### src/rtl/core/clfl_pkg.sv
// Shared codes and controller/datapath interface types for the cursor list manager.
package clfl_pkg;

    localparam logic [1:0] OP_INSERT  = 2'd0;
    localparam logic [1:0] OP_DELETE  = 2'd1;
    localparam logic [1:0] OP_EXTRACT = 2'd2;
    localparam logic [1:0] OP_WALK    = 2'd3;

    localparam logic [1:0] STAT_OK    = 2'd0;
    localparam logic [1:0] STAT_FULL  = 2'd1;
    localparam logic [1:0] STAT_EMPTY = 2'd2;

    typedef logic [2:0] rkind_t;

    localparam rkind_t RK_FULL    = 3'd0;
    localparam rkind_t RK_EMPTY   = 3'd1;
    localparam rkind_t RK_INSERT  = 3'd2;
    localparam rkind_t RK_NODE    = 3'd3;
    localparam rkind_t RK_EXTRACT = 3'd4;

    typedef struct packed {
        logic   clr_step;
        logic   latch;
        logic   rd;
        logic   ins_commit;
        logic   del_commit;
        logic   x_move;
        logic   x_keep;
        logic   x_fix;
        logic   w_next;
        logic   emit;
        rkind_t kind;
        logic   emit_last;
    } cmd_t;

    typedef struct packed {
        logic cur_null;
        logic link_null;
        logic tag_match;
        logic prev_null;
        logic clr_last;
        logic out_free;
    } sts_t;

endpackage

### src/rtl/core/clfl_datapath.sv
// Node store, list heads, walk cursor and output word register.
module clfl_datapath
    import clfl_pkg::*;
#(
    parameter int NODE_COUNT    = 32,
    parameter int PAYLOAD_WIDTH = 64,
    parameter int TAG_WIDTH     = 8
)
(
    input  logic                                 clk,
    input  logic                                 rst_n,
    input  cmd_t                                 cmd,
    output sts_t                                 sts,
    input  logic                                 list_select,
    input  logic [1:0]                           opcode,
    input  logic [PAYLOAD_WIDTH-1:0]             payload,
    input  logic [TAG_WIDTH-1:0]                 group_tag,
    output logic                                 out_valid,
    input  logic                                 out_stall,
    output logic [1:0]                           status,
    output logic [$clog2(NODE_COUNT)-1:0]        node_index,
    output logic [PAYLOAD_WIDTH-1:0]             node_payload,
    output logic [TAG_WIDTH-1:0]                 node_group,
    output logic [$clog2(NODE_COUNT+1)-1:0]      moved_count,
    output logic                                 last
);

    localparam int IDX_W  = $clog2(NODE_COUNT);
    localparam int LINK_W = $clog2(NODE_COUNT + 1);
    localparam logic [LINK_W-1:0] NIL = LINK_W'(NODE_COUNT);

    logic [LINK_W-1:0]        link_mem [NODE_COUNT];
    logic [PAYLOAD_WIDTH-1:0] pay_mem  [NODE_COUNT];
    logic [TAG_WIDTH-1:0]     grp_mem  [NODE_COUNT];

    logic [LINK_W-1:0]        link_q;
    logic [PAYLOAD_WIDTH-1:0] pay_q;
    logic [TAG_WIDTH-1:0]     grp_q;

    logic [LINK_W-1:0]        free_head_reg;
    logic [LINK_W-1:0]        main_head_reg;
    logic [LINK_W-1:0]        ext_head_reg;
    logic [LINK_W-1:0]        cur_reg;
    logic [LINK_W-1:0]        prev_reg;
    logic [LINK_W-1:0]        moved_reg;
    logic [IDX_W-1:0]         clr_cnt_reg;
    logic                     sel_reg;
    logic [PAYLOAD_WIDTH-1:0] pay_reg;
    logic [TAG_WIDTH-1:0]     tag_reg;
    logic                     out_valid_reg;

    logic                     link_we;
    logic [IDX_W-1:0]         link_wa;
    logic [LINK_W-1:0]        link_wd;
    logic [LINK_W-1:0]        cur_init;

    logic [1:0]               status_next;
    logic [IDX_W-1:0]         node_index_next;
    logic [PAYLOAD_WIDTH-1:0] node_payload_next;
    logic [TAG_WIDTH-1:0]     node_group_next;
    logic [LINK_W-1:0]        moved_count_next;
    logic                     last_next;

    assign sts.cur_null  = (cur_reg == NIL);
    assign sts.link_null = (link_q == NIL);
    assign sts.tag_match = (grp_q == tag_reg);
    assign sts.prev_null = (prev_reg == NIL);
    assign sts.clr_last  = (clr_cnt_reg == IDX_W'(NODE_COUNT - 1));
    assign sts.out_free  = !out_valid_reg || !out_stall;

    always_comb
    begin
        unique case (opcode)
            OP_INSERT:  cur_init = free_head_reg;
            OP_EXTRACT: cur_init = main_head_reg;
            OP_DELETE,
            OP_WALK:    cur_init = list_select ? ext_head_reg : main_head_reg;
        endcase
    end

    always_comb
    begin
        link_we = 1'b0;
        link_wa = cur_reg[IDX_W-1:0];
        link_wd = main_head_reg;
        priority if (cmd.clr_step)
        begin
            link_we = 1'b1;
            link_wa = clr_cnt_reg;
            link_wd = sts.clr_last ? NIL : LINK_W'(clr_cnt_reg) + LINK_W'(1);
        end
        else if (cmd.ins_commit)
        begin
            link_we = 1'b1;
            link_wd = main_head_reg;
        end
        else if (cmd.del_commit)
        begin
            link_we = 1'b1;
            link_wd = free_head_reg;
        end
        else if (cmd.x_move)
        begin
            link_we = 1'b1;
            link_wd = ext_head_reg;
        end
        else if (cmd.x_fix)
        begin
            link_we = 1'b1;
            link_wa = prev_reg[IDX_W-1:0];
            link_wd = cur_reg;
        end
    end

    // node store, one write and one registered read per array
    always_ff @(posedge clk)
    begin
        if (link_we)
            link_mem[link_wa] <= link_wd;
        if (cmd.ins_commit)
        begin
            pay_mem[cur_reg[IDX_W-1:0]] <= pay_reg;
            grp_mem[cur_reg[IDX_W-1:0]] <= tag_reg;
        end
        if (cmd.rd)
        begin
            link_q <= link_mem[cur_reg[IDX_W-1:0]];
            pay_q  <= pay_mem[cur_reg[IDX_W-1:0]];
            grp_q  <= grp_mem[cur_reg[IDX_W-1:0]];
        end
    end

    always_ff @(posedge clk)
    begin
        if (cmd.latch)
        begin
            sel_reg <= list_select;
            pay_reg <= payload;
            tag_reg <= group_tag;
        end
    end

    always_ff @(posedge clk or negedge rst_n)
    begin
        if (!rst_n)
        begin
            free_head_reg <= '0;
            main_head_reg <= NIL;
            ext_head_reg  <= NIL;
            cur_reg       <= NIL;
            prev_reg      <= NIL;
            moved_reg     <= '0;
            clr_cnt_reg   <= '0;
        end
        else
        begin
            if (cmd.clr_step)
                clr_cnt_reg <= clr_cnt_reg + IDX_W'(1);
            if (cmd.latch)
            begin
                cur_reg   <= cur_init;
                prev_reg  <= NIL;
                moved_reg <= '0;
            end
            if (cmd.ins_commit)
            begin
                free_head_reg <= link_q;
                main_head_reg <= cur_reg;
            end
            if (cmd.del_commit)
            begin
                free_head_reg <= cur_reg;
                if (sel_reg)
                    ext_head_reg <= link_q;
                else
                    main_head_reg <= link_q;
            end
            if (cmd.x_move)
            begin
                ext_head_reg <= cur_reg;
                moved_reg    <= moved_reg + LINK_W'(1);
                cur_reg      <= link_q;
                if (sts.prev_null)
                    main_head_reg <= link_q;
            end
            if (cmd.x_keep)
            begin
                prev_reg <= cur_reg;
                cur_reg  <= link_q;
            end
            if (cmd.w_next)
                cur_reg <= link_q;
        end
    end

    always_ff @(posedge clk or negedge rst_n)
    begin
        if (!rst_n)
            out_valid_reg <= 1'b0;
        else if (cmd.emit)
            out_valid_reg <= 1'b1;
        else if (!out_stall)
            out_valid_reg <= 1'b0;
    end

    always_comb
    begin
        status_next       = STAT_OK;
        node_index_next   = '0;
        node_payload_next = '0;
        node_group_next   = '0;
        moved_count_next  = '0;
        last_next         = 1'b1;
        unique case (cmd.kind)
            RK_FULL:
                status_next = STAT_FULL;
            RK_EMPTY:
                status_next = STAT_EMPTY;
            RK_INSERT:
                node_index_next = cur_reg[IDX_W-1:0];
            RK_NODE:
            begin
                node_index_next   = cur_reg[IDX_W-1:0];
                node_payload_next = pay_q;
                node_group_next   = grp_q;
                last_next         = cmd.emit_last;
            end
            RK_EXTRACT:
            begin
                node_index_next  = (ext_head_reg == NIL) ? '0 : ext_head_reg[IDX_W-1:0];
                moved_count_next = moved_reg;
            end
            default:
                status_next = STAT_OK;
        endcase
    end

    always_ff @(posedge clk)
    begin
        if (cmd.emit)
        begin
            status       <= status_next;
            node_index   <= node_index_next;
            node_payload <= node_payload_next;
            node_group   <= node_group_next;
            moved_count  <= moved_count_next;
            last         <= last_next;
        end
    end

    assign out_valid = out_valid_reg;

endmodule

### src/rtl/core/clfl_ctrl.sv
// Operation sequencer for the cursor list manager.
module clfl_ctrl
    import clfl_pkg::*;
(
    input  logic       clk,
    input  logic       rst_n,
    input  logic       in_valid,
    output logic       in_stall,
    input  logic [1:0] opcode,
    input  sts_t       sts,
    output cmd_t       cmd
);

    localparam logic [3:0] ST_CLEAR = 4'd0;
    localparam logic [3:0] ST_IDLE  = 4'd1;
    localparam logic [3:0] ST_INS   = 4'd2;
    localparam logic [3:0] ST_INS2  = 4'd3;
    localparam logic [3:0] ST_DEL   = 4'd4;
    localparam logic [3:0] ST_DEL2  = 4'd5;
    localparam logic [3:0] ST_XRD   = 4'd6;
    localparam logic [3:0] ST_XEV   = 4'd7;
    localparam logic [3:0] ST_XFIX  = 4'd8;
    localparam logic [3:0] ST_WRD   = 4'd9;
    localparam logic [3:0] ST_WOUT  = 4'd10;

    logic [3:0] state_reg;
    logic [3:0] state_next;

    always_ff @(posedge clk or negedge rst_n)
    begin
        if (!rst_n)
            state_reg <= ST_CLEAR;
        else
            state_reg <= state_next;
    end

    always_comb
    begin
        state_next = state_reg;
        cmd        = '0;
        in_stall   = 1'b1;
        unique case (state_reg)
            ST_CLEAR:
            begin
                cmd.clr_step = 1'b1;
                if (sts.clr_last)
                    state_next = ST_IDLE;
            end
            ST_IDLE:
            begin
                in_stall = 1'b0;
                if (in_valid)
                begin
                    cmd.latch = 1'b1;
                    unique case (opcode)
                        OP_INSERT:  state_next = ST_INS;
                        OP_DELETE:  state_next = ST_DEL;
                        OP_EXTRACT: state_next = ST_XRD;
                        OP_WALK:    state_next = ST_WRD;
                    endcase
                end
            end
            ST_INS:
            begin
                if (!sts.cur_null)
                begin
                    cmd.rd     = 1'b1;
                    state_next = ST_INS2;
                end
                else if (sts.out_free)
                begin
                    cmd.emit   = 1'b1;
                    cmd.kind   = RK_FULL;
                    state_next = ST_IDLE;
                end
            end
            ST_INS2:
            begin
                if (sts.out_free)
                begin
                    cmd.ins_commit = 1'b1;
                    cmd.emit       = 1'b1;
                    cmd.kind       = RK_INSERT;
                    state_next     = ST_IDLE;
                end
            end
            ST_DEL:
            begin
                if (!sts.cur_null)
                begin
                    cmd.rd     = 1'b1;
                    state_next = ST_DEL2;
                end
                else if (sts.out_free)
                begin
                    cmd.emit   = 1'b1;
                    cmd.kind   = RK_EMPTY;
                    state_next = ST_IDLE;
                end
            end
            ST_DEL2:
            begin
                if (sts.out_free)
                begin
                    cmd.del_commit = 1'b1;
                    cmd.emit       = 1'b1;
                    cmd.kind       = RK_NODE;
                    cmd.emit_last  = 1'b1;
                    state_next     = ST_IDLE;
                end
            end
            ST_XRD:
            begin
                if (!sts.cur_null)
                begin
                    cmd.rd     = 1'b1;
                    state_next = ST_XEV;
                end
                else if (sts.out_free)
                begin
                    cmd.emit   = 1'b1;
                    cmd.kind   = RK_EXTRACT;
                    state_next = ST_IDLE;
                end
            end
            ST_XEV:
            begin
                if (sts.tag_match)
                begin
                    cmd.x_move = 1'b1;
                    state_next = sts.prev_null ? ST_XRD : ST_XFIX;
                end
                else
                begin
                    cmd.x_keep = 1'b1;
                    state_next = ST_XRD;
                end
            end
            ST_XFIX:
            begin
                cmd.x_fix  = 1'b1;
                state_next = ST_XRD;
            end
            ST_WRD:
            begin
                if (!sts.cur_null)
                begin
                    cmd.rd     = 1'b1;
                    state_next = ST_WOUT;
                end
                else if (sts.out_free)
                begin
                    cmd.emit   = 1'b1;
                    cmd.kind   = RK_EMPTY;
                    state_next = ST_IDLE;
                end
            end
            ST_WOUT:
            begin
                if (sts.out_free)
                begin
                    cmd.emit      = 1'b1;
                    cmd.kind      = RK_NODE;
                    cmd.emit_last = sts.link_null;
                    cmd.w_next    = 1'b1;
                    state_next    = sts.link_null ? ST_IDLE : ST_WRD;
                end
            end
            default:
                state_next = ST_IDLE;
        endcase
    end

    a_rd_live_node: assert property (@(posedge clk) disable iff (!rst_n)
        cmd.rd |-> !sts.cur_null)
        else $error("read issued at the null link");

    a_fix_has_prev: assert property (@(posedge clk) disable iff (!rst_n)
        (state_reg == ST_XFIX) |-> !sts.prev_null)
        else $error("relink without a predecessor");

    a_emit_slot_free: assert property (@(posedge clk) disable iff (!rst_n)
        cmd.emit |-> sts.out_free)
        else $error("word loaded over an untaken word");

    a_one_link_write: assert property (@(posedge clk) disable iff (!rst_n)
        $onehot0({cmd.clr_step, cmd.ins_commit, cmd.del_commit, cmd.x_move, cmd.x_fix}))
        else $error("two link writes in one cycle");

endmodule

### src/rtl/core/cursor_list_free_list_manager.sv
// Top level of the cursor list manager: free list, main list and extracted list.
// After reset the block runs an initialization pass over the link store, during
// which in_stall stays high. One item is worked at a time. After the accept step,
// insert and delete read the head node and then commit it and emit the word (or emit
// a status word instead when the store is full or the list is empty), walk reads and
// emits each node in turn, and extract reads and evaluates each node, with an extra
// relink step for a moved node that is not at the list front. A stalled output word
// holds the operation at the step that emits the next word.
// Every node visit goes through the node store's registered read. A finished word
// waits in an output register, so the next item is accepted while it is still stalled.
module cursor_list_free_list_manager
    import clfl_pkg::*;
#(
    parameter int NODE_COUNT    = 32,
    parameter int PAYLOAD_WIDTH = 64,
    parameter int TAG_WIDTH     = 8
)
(
    input  logic                                 clk,
    input  logic                                 rst_n,
    input  logic                                 in_valid,
    output logic                                 in_stall,
    input  logic [1:0]                           opcode,
    input  logic                                 list_select,
    input  logic [PAYLOAD_WIDTH-1:0]             payload,
    input  logic [TAG_WIDTH-1:0]                 group_tag,
    output logic                                 out_valid,
    input  logic                                 out_stall,
    output logic [1:0]                           status,
    output logic [$clog2(NODE_COUNT)-1:0]        node_index,
    output logic [PAYLOAD_WIDTH-1:0]             node_payload,
    output logic [TAG_WIDTH-1:0]                 node_group,
    output logic [$clog2(NODE_COUNT+1)-1:0]      moved_count,
    output logic                                 last
);

    cmd_t cmd;
    sts_t sts;

    clfl_ctrl u_ctrl (
        .clk      (clk),
        .rst_n    (rst_n),
        .in_valid (in_valid),
        .in_stall (in_stall),
        .opcode   (opcode),
        .sts      (sts),
        .cmd      (cmd)
    );

    clfl_datapath #(
        .NODE_COUNT    (NODE_COUNT),
        .PAYLOAD_WIDTH (PAYLOAD_WIDTH),
        .TAG_WIDTH     (TAG_WIDTH)
    ) u_datapath (
        .clk          (clk),
        .rst_n        (rst_n),
        .cmd          (cmd),
        .sts          (sts),
        .list_select  (list_select),
        .opcode       (opcode),
        .payload      (payload),
        .group_tag    (group_tag),
        .out_valid    (out_valid),
        .out_stall    (out_stall),
        .status       (status),
        .node_index   (node_index),
        .node_payload (node_payload),
        .node_group   (node_group),
        .moved_count  (moved_count),
        .last         (last)
    );

endmodule
### config.mk
export PLATFORM = sky130hd
export DESIGN_NAME = cursor_list_free_list_manager
export DESIGN_NICKNAME = d
export VERILOG_FILES = /design/src/rtl/core/clfl_pkg.sv /design/src/rtl/core/clfl_datapath.sv /design/src/rtl/core/clfl_ctrl.sv /design/src/rtl/core/cursor_list_free_list_manager.sv
export SDC_FILE = /design/constraint.sdc
export NUM_CORES = 2
export LEC_CHECK = 0
export BUFFER_PORTS_ARGS = -buffer_cell sky130_fd_sc_hd__clkbuf_2
export CELL_PAD_IN_SITES_DETAIL_PLACEMENT = 0
export CELL_PAD_IN_SITES_GLOBAL_PLACEMENT = 1
export CORE_MARGIN = 4
export CORE_UTILIZATION = 50
export DETAILED_ROUTE_END_ITERATION = 6
export HOLD_SLACK_MARGIN = 0.1
export PLACE_DENSITY_LB_ADDON = 0.1
export SLEW_MARGIN = 0
export SYNTH_ARGS = -nofsm -noshare
export SYNTH_HDL_FRONTEND = slang
export SYNTH_SLANG_ARGS = --single-unit
### constraint.sdc
create_clock -name clk -period 5.7 [get_ports clk]
set_clock_uncertainty 0.1 [all_clocks]
set_input_delay 0.855 -clock clk [delete_from_list [all_inputs] [get_ports clk]]
set_output_delay 0.855 -clock clk [all_outputs]
set_load 0.005 [all_outputs]
==> summary.txt <==
Status
  • Status: complete, no violations

Worst setup path
  • Worst r2r src: u_ctrl.state_reg[0]
  • Worst Path Arrival: 4.67 ns
  • Worst setup path class: flip-flop to flip-flop
  • Crit-path max FO: 32
  • CP max stage delay: 1.01 ns
  • Startpoint types: flip-flop
  • Largest delay contributor family on the critical path: simple AND/OR/NAND/NOR gates
  • Worst Setup End Kind: flip-flop
  • Cells along the critical path: nor2b_1 -> nand3_1 -> o221a_1 -> o221ai_1 -> nand3_1
  • CP Launch Point: u_ctrl.state_reg[0]
  • WP depth: 5
  • Crit-path slowest cell: dfrtp_1
  • Worst Path Required: 5.87 ns
  • Critical Path Most Common Cell: nand3_1
  • R2R depth: 5
  • CP Buf/Inv Count: 0

Place
  • Final HPWL DP: 137000 microns
  • Port-buffer cells: 166
  • Placed cell count: 7434
  • Final RePlAce weighted congestion: 0.796
  • Placed cell areas: 110000 sq um

Drt
  • Post-route DRC: 0
  • Avg WL per Cell: 32.6 microns
  • DRT Wirelength: 261000 microns
  • DRT antenna net count: 0
  • Routed vias: 49616
  • Via/cell ratio: 6.20
  • DRT iter0 DRCs: 5493
  • First-pass DRT Iterations: 6

Cells and area
  • Register area: 83200 sq um
  • Fin area: 120000 sq um
  • Max FFs per register: 2048
  • Fin cells: 8005
  • Share of cells above drive strength 1: 0.266
  • # nets final: 5110
  • Area added between synthesis and finish: 14.4%
  • Area of the multi-input gates: 20500 sq um
  • Filler cells: 15080

Logic synthesis
  • Top cells by area, synth: edfxtp_1, mux4_2, a22oi_1
  • Sequential fraction of the synthesis area: 0.796
  • Commonest cells post-synth: edfxtp_1, mux4_2, a22oi_1
  • Synth Instances: 4603
  • Library cells used by synthesis: 68
  • Synth async-reset ratio: 0.0166
  • Top-area cell type share of the netlist area: 0.785
  • Post-Syn Nets: 4690
  • Post-synthesis register bit count: 2779
  • Most used flip-flop cell after synthesis: edfxtp_1
  • Number of synthesized flops with an enable pin: 2733
  • Top-count cell post-synth: edfxtp_1
  • Area of the mapped netlist: 105000 sq um
  • Synth area leader: edfxtp_1
  • Warnings from Yosys: 0
  • Mean area per synthesized cell: 22.7 sq um

Power
  • PD cells: 339 nW/um^2
  • Pwr Total: 40500 uW
  • Sw power: 7540 uW
  • Switching share of total power: 0.186
  • LEAKAGE: 0.0371 uW
  • Gate power share: 0.002
  • Clk pwr share: 0.452
  • Internal: 33000 uW
  • Worst vdd ir: 330 uV
  • Flop pwr share: 0.546

STA
  • Worst Max-Slew Pin Slew: 1.28 ns
  • Final worst-path cycle share: 0.790
  • Fin crit period: 4.50 ns
  • Final setup TNS: 0 ns
  • Worst hold margin: 0.164 ns
  • Final setup violation count: 0
  • Hold Fails Final Rpt: 0
  • RSZ-0062 raised after global routing: no
  • Relative slew slack: 0.145
  • Fmax: 0.222 GHz
  • Max Slew Vio Count: 0

Die
  • Die Area: 216000 sq um
  • Rows: 167
  • # IOs: 167
  • Die width: 465 microns
  • Core box area: 207000 sq um
  • Effective utilization at floorplan: 0.504
  • Die H: 465 microns

GRT
  • Vias in the first global route: 50823
  • Remaining Overflow, GRT: 0
  • GR Util All Layers: 0.242
  • First-pass GRT wire length: 376000 microns
  • Pin count of the biggest net entering global routing: 137
  • Initial antenna violation count: 4

Run
  • Max Cap Violations: 0

CTS
  • H-tree levels: 5
  • Clk pin slew, worst setup/hold paths: 0.06 ns
  • CTS Buf Count: 303
  • Clock Latency Late Sink: 0.94 ns
  • Setup Fix Bufs, Post-CTS: 0
  • Clk buf depth: 4
  • Clock root cell: clkbuf_16
  • Sink Count: 2779
  • CTS tree: done

Hold path
  • Hold Path Depth: 1
  • Min-Delay Startpoint: group_tag[3]
  • Worst Hold Class: input port to flip-flop
-- stage by stage --
stage                util  setup WS (ns)
finish              0.576           1.20
global route        0.576          0.895
CTS                 0.576           1.28
detailed placement  0.529           1.17
global placement    0.529           1.17
floorplan               -         0.0313
-- cell families (layout without fill, tap and decap cells) --
family                   after synthesis  in the layout  share of synthesized area
buffers and inverters                268            880                     0.0109
AND/OR/NAND/NOR                      453            453                     0.0231
other                                  0              2                          0
multiplexers                         641            641                      0.136
AO/OA/AOI/OAI                        439            439                     0.0313
flip-flops                          2779           2779                      0.796
XOR/XNOR                              15             15                    0.00126
adder cells (fa/ha/maj)                8              8                   0.000958
-- layout make-up --
type	instances	share of cell area
Clock buffer	380	0.0670
Antenna cell	2	0.0000419
Sequential cell	2779	0.696
Multi-Input combinational cell	1556	0.171
Timing Repair Buffer	375	0.0270
Inverter	8	0.000293
Clock inverter	117	0.00907
Tap cell	2788	0.0292
-- worst reg2reg max path, stage by stage, from the launching register on --
cell and delay (ns):
dfrtp_1 1.01, nor2b_1 0.50, nand3_1 0.69, o221a_1 0.54
o221ai_1 0.07, nand3_1 0.91
-- power groups by stage --
stage          Sequential (uW)  Clock (uW)  Combinational [uW]
5_1_grt                  22100       19600                 101
6_report                 22100       18300                91.2
3_3_place_gp             22500           0                52.7
2_1_floorplan            22500           0                6.77
4_1_cts                  22100       18700                92.3
3_5_place_dp             22500           0                53.0
-- placed cells by master (no fill, tap or decap), types with 8 or more instances in the layout --
cell	Yosys	routed
nand2_1	96	96
clkinv_2	0	40
dlygate4sd3_1	0	72
a22o_1	8	8
a21oi_1	21	19
xor2_1	11	11
clkbuf_1	149	70
o31ai_1	10	8
mux4_2	624	624
nor2_4	0	34
and2_1	82	81
clkbuf_2	1	166
edfxtp_1	2733	2733
buf_12	0	52
a31oi_1	15	15
clkinv_1	0	46
buf_4	1	85
a22oi_1	313	313
ha_1	8	8
nor3_1	13	13
nand3b_1	10	10
o21ai_0	18	18
dfrtp_1	42	40
nor2b_1	9	9
bufinv_16	0	21
nand3_1	28	28
clkbuf_16	0	309
nor2_1	94	60
nand4_1	79	79
-- path summary, 6_finish.rpt --
check	end	slack, ns
min reg2reg	u_datapath.node_payload[9]	0.42
max in group asynchronous	u_datapath.cur_reg[0]	4.49
max reg2reg	u_datapath.link_mem[14][4]	1.20
min in group asynchronous	u_ctrl.state_reg[0]	0.50
max	u_datapath.link_mem[14][4]	1.20
min	u_datapath.tag_reg[3]	0.16
-- metal layers --
layer | global-route usage | up-vias | wire length, microns
met1 | 0.353 | 26867 | 110000
met5 | 0 | - | 0
met3 | 0.0374 | 386 | 16700
met2 | 0.391 | 1888 | 128000
met4 | 0.0608 | 0 | 6090
li1 | - | 20475 | -
-- timing repair --
action	CTS	global route
hold endpoints to repair	111	2
hold buffers	70	2
resized for setup	0	0
endpoints found under the setup margin	0	0
Power figures use the tool's default switching activity.
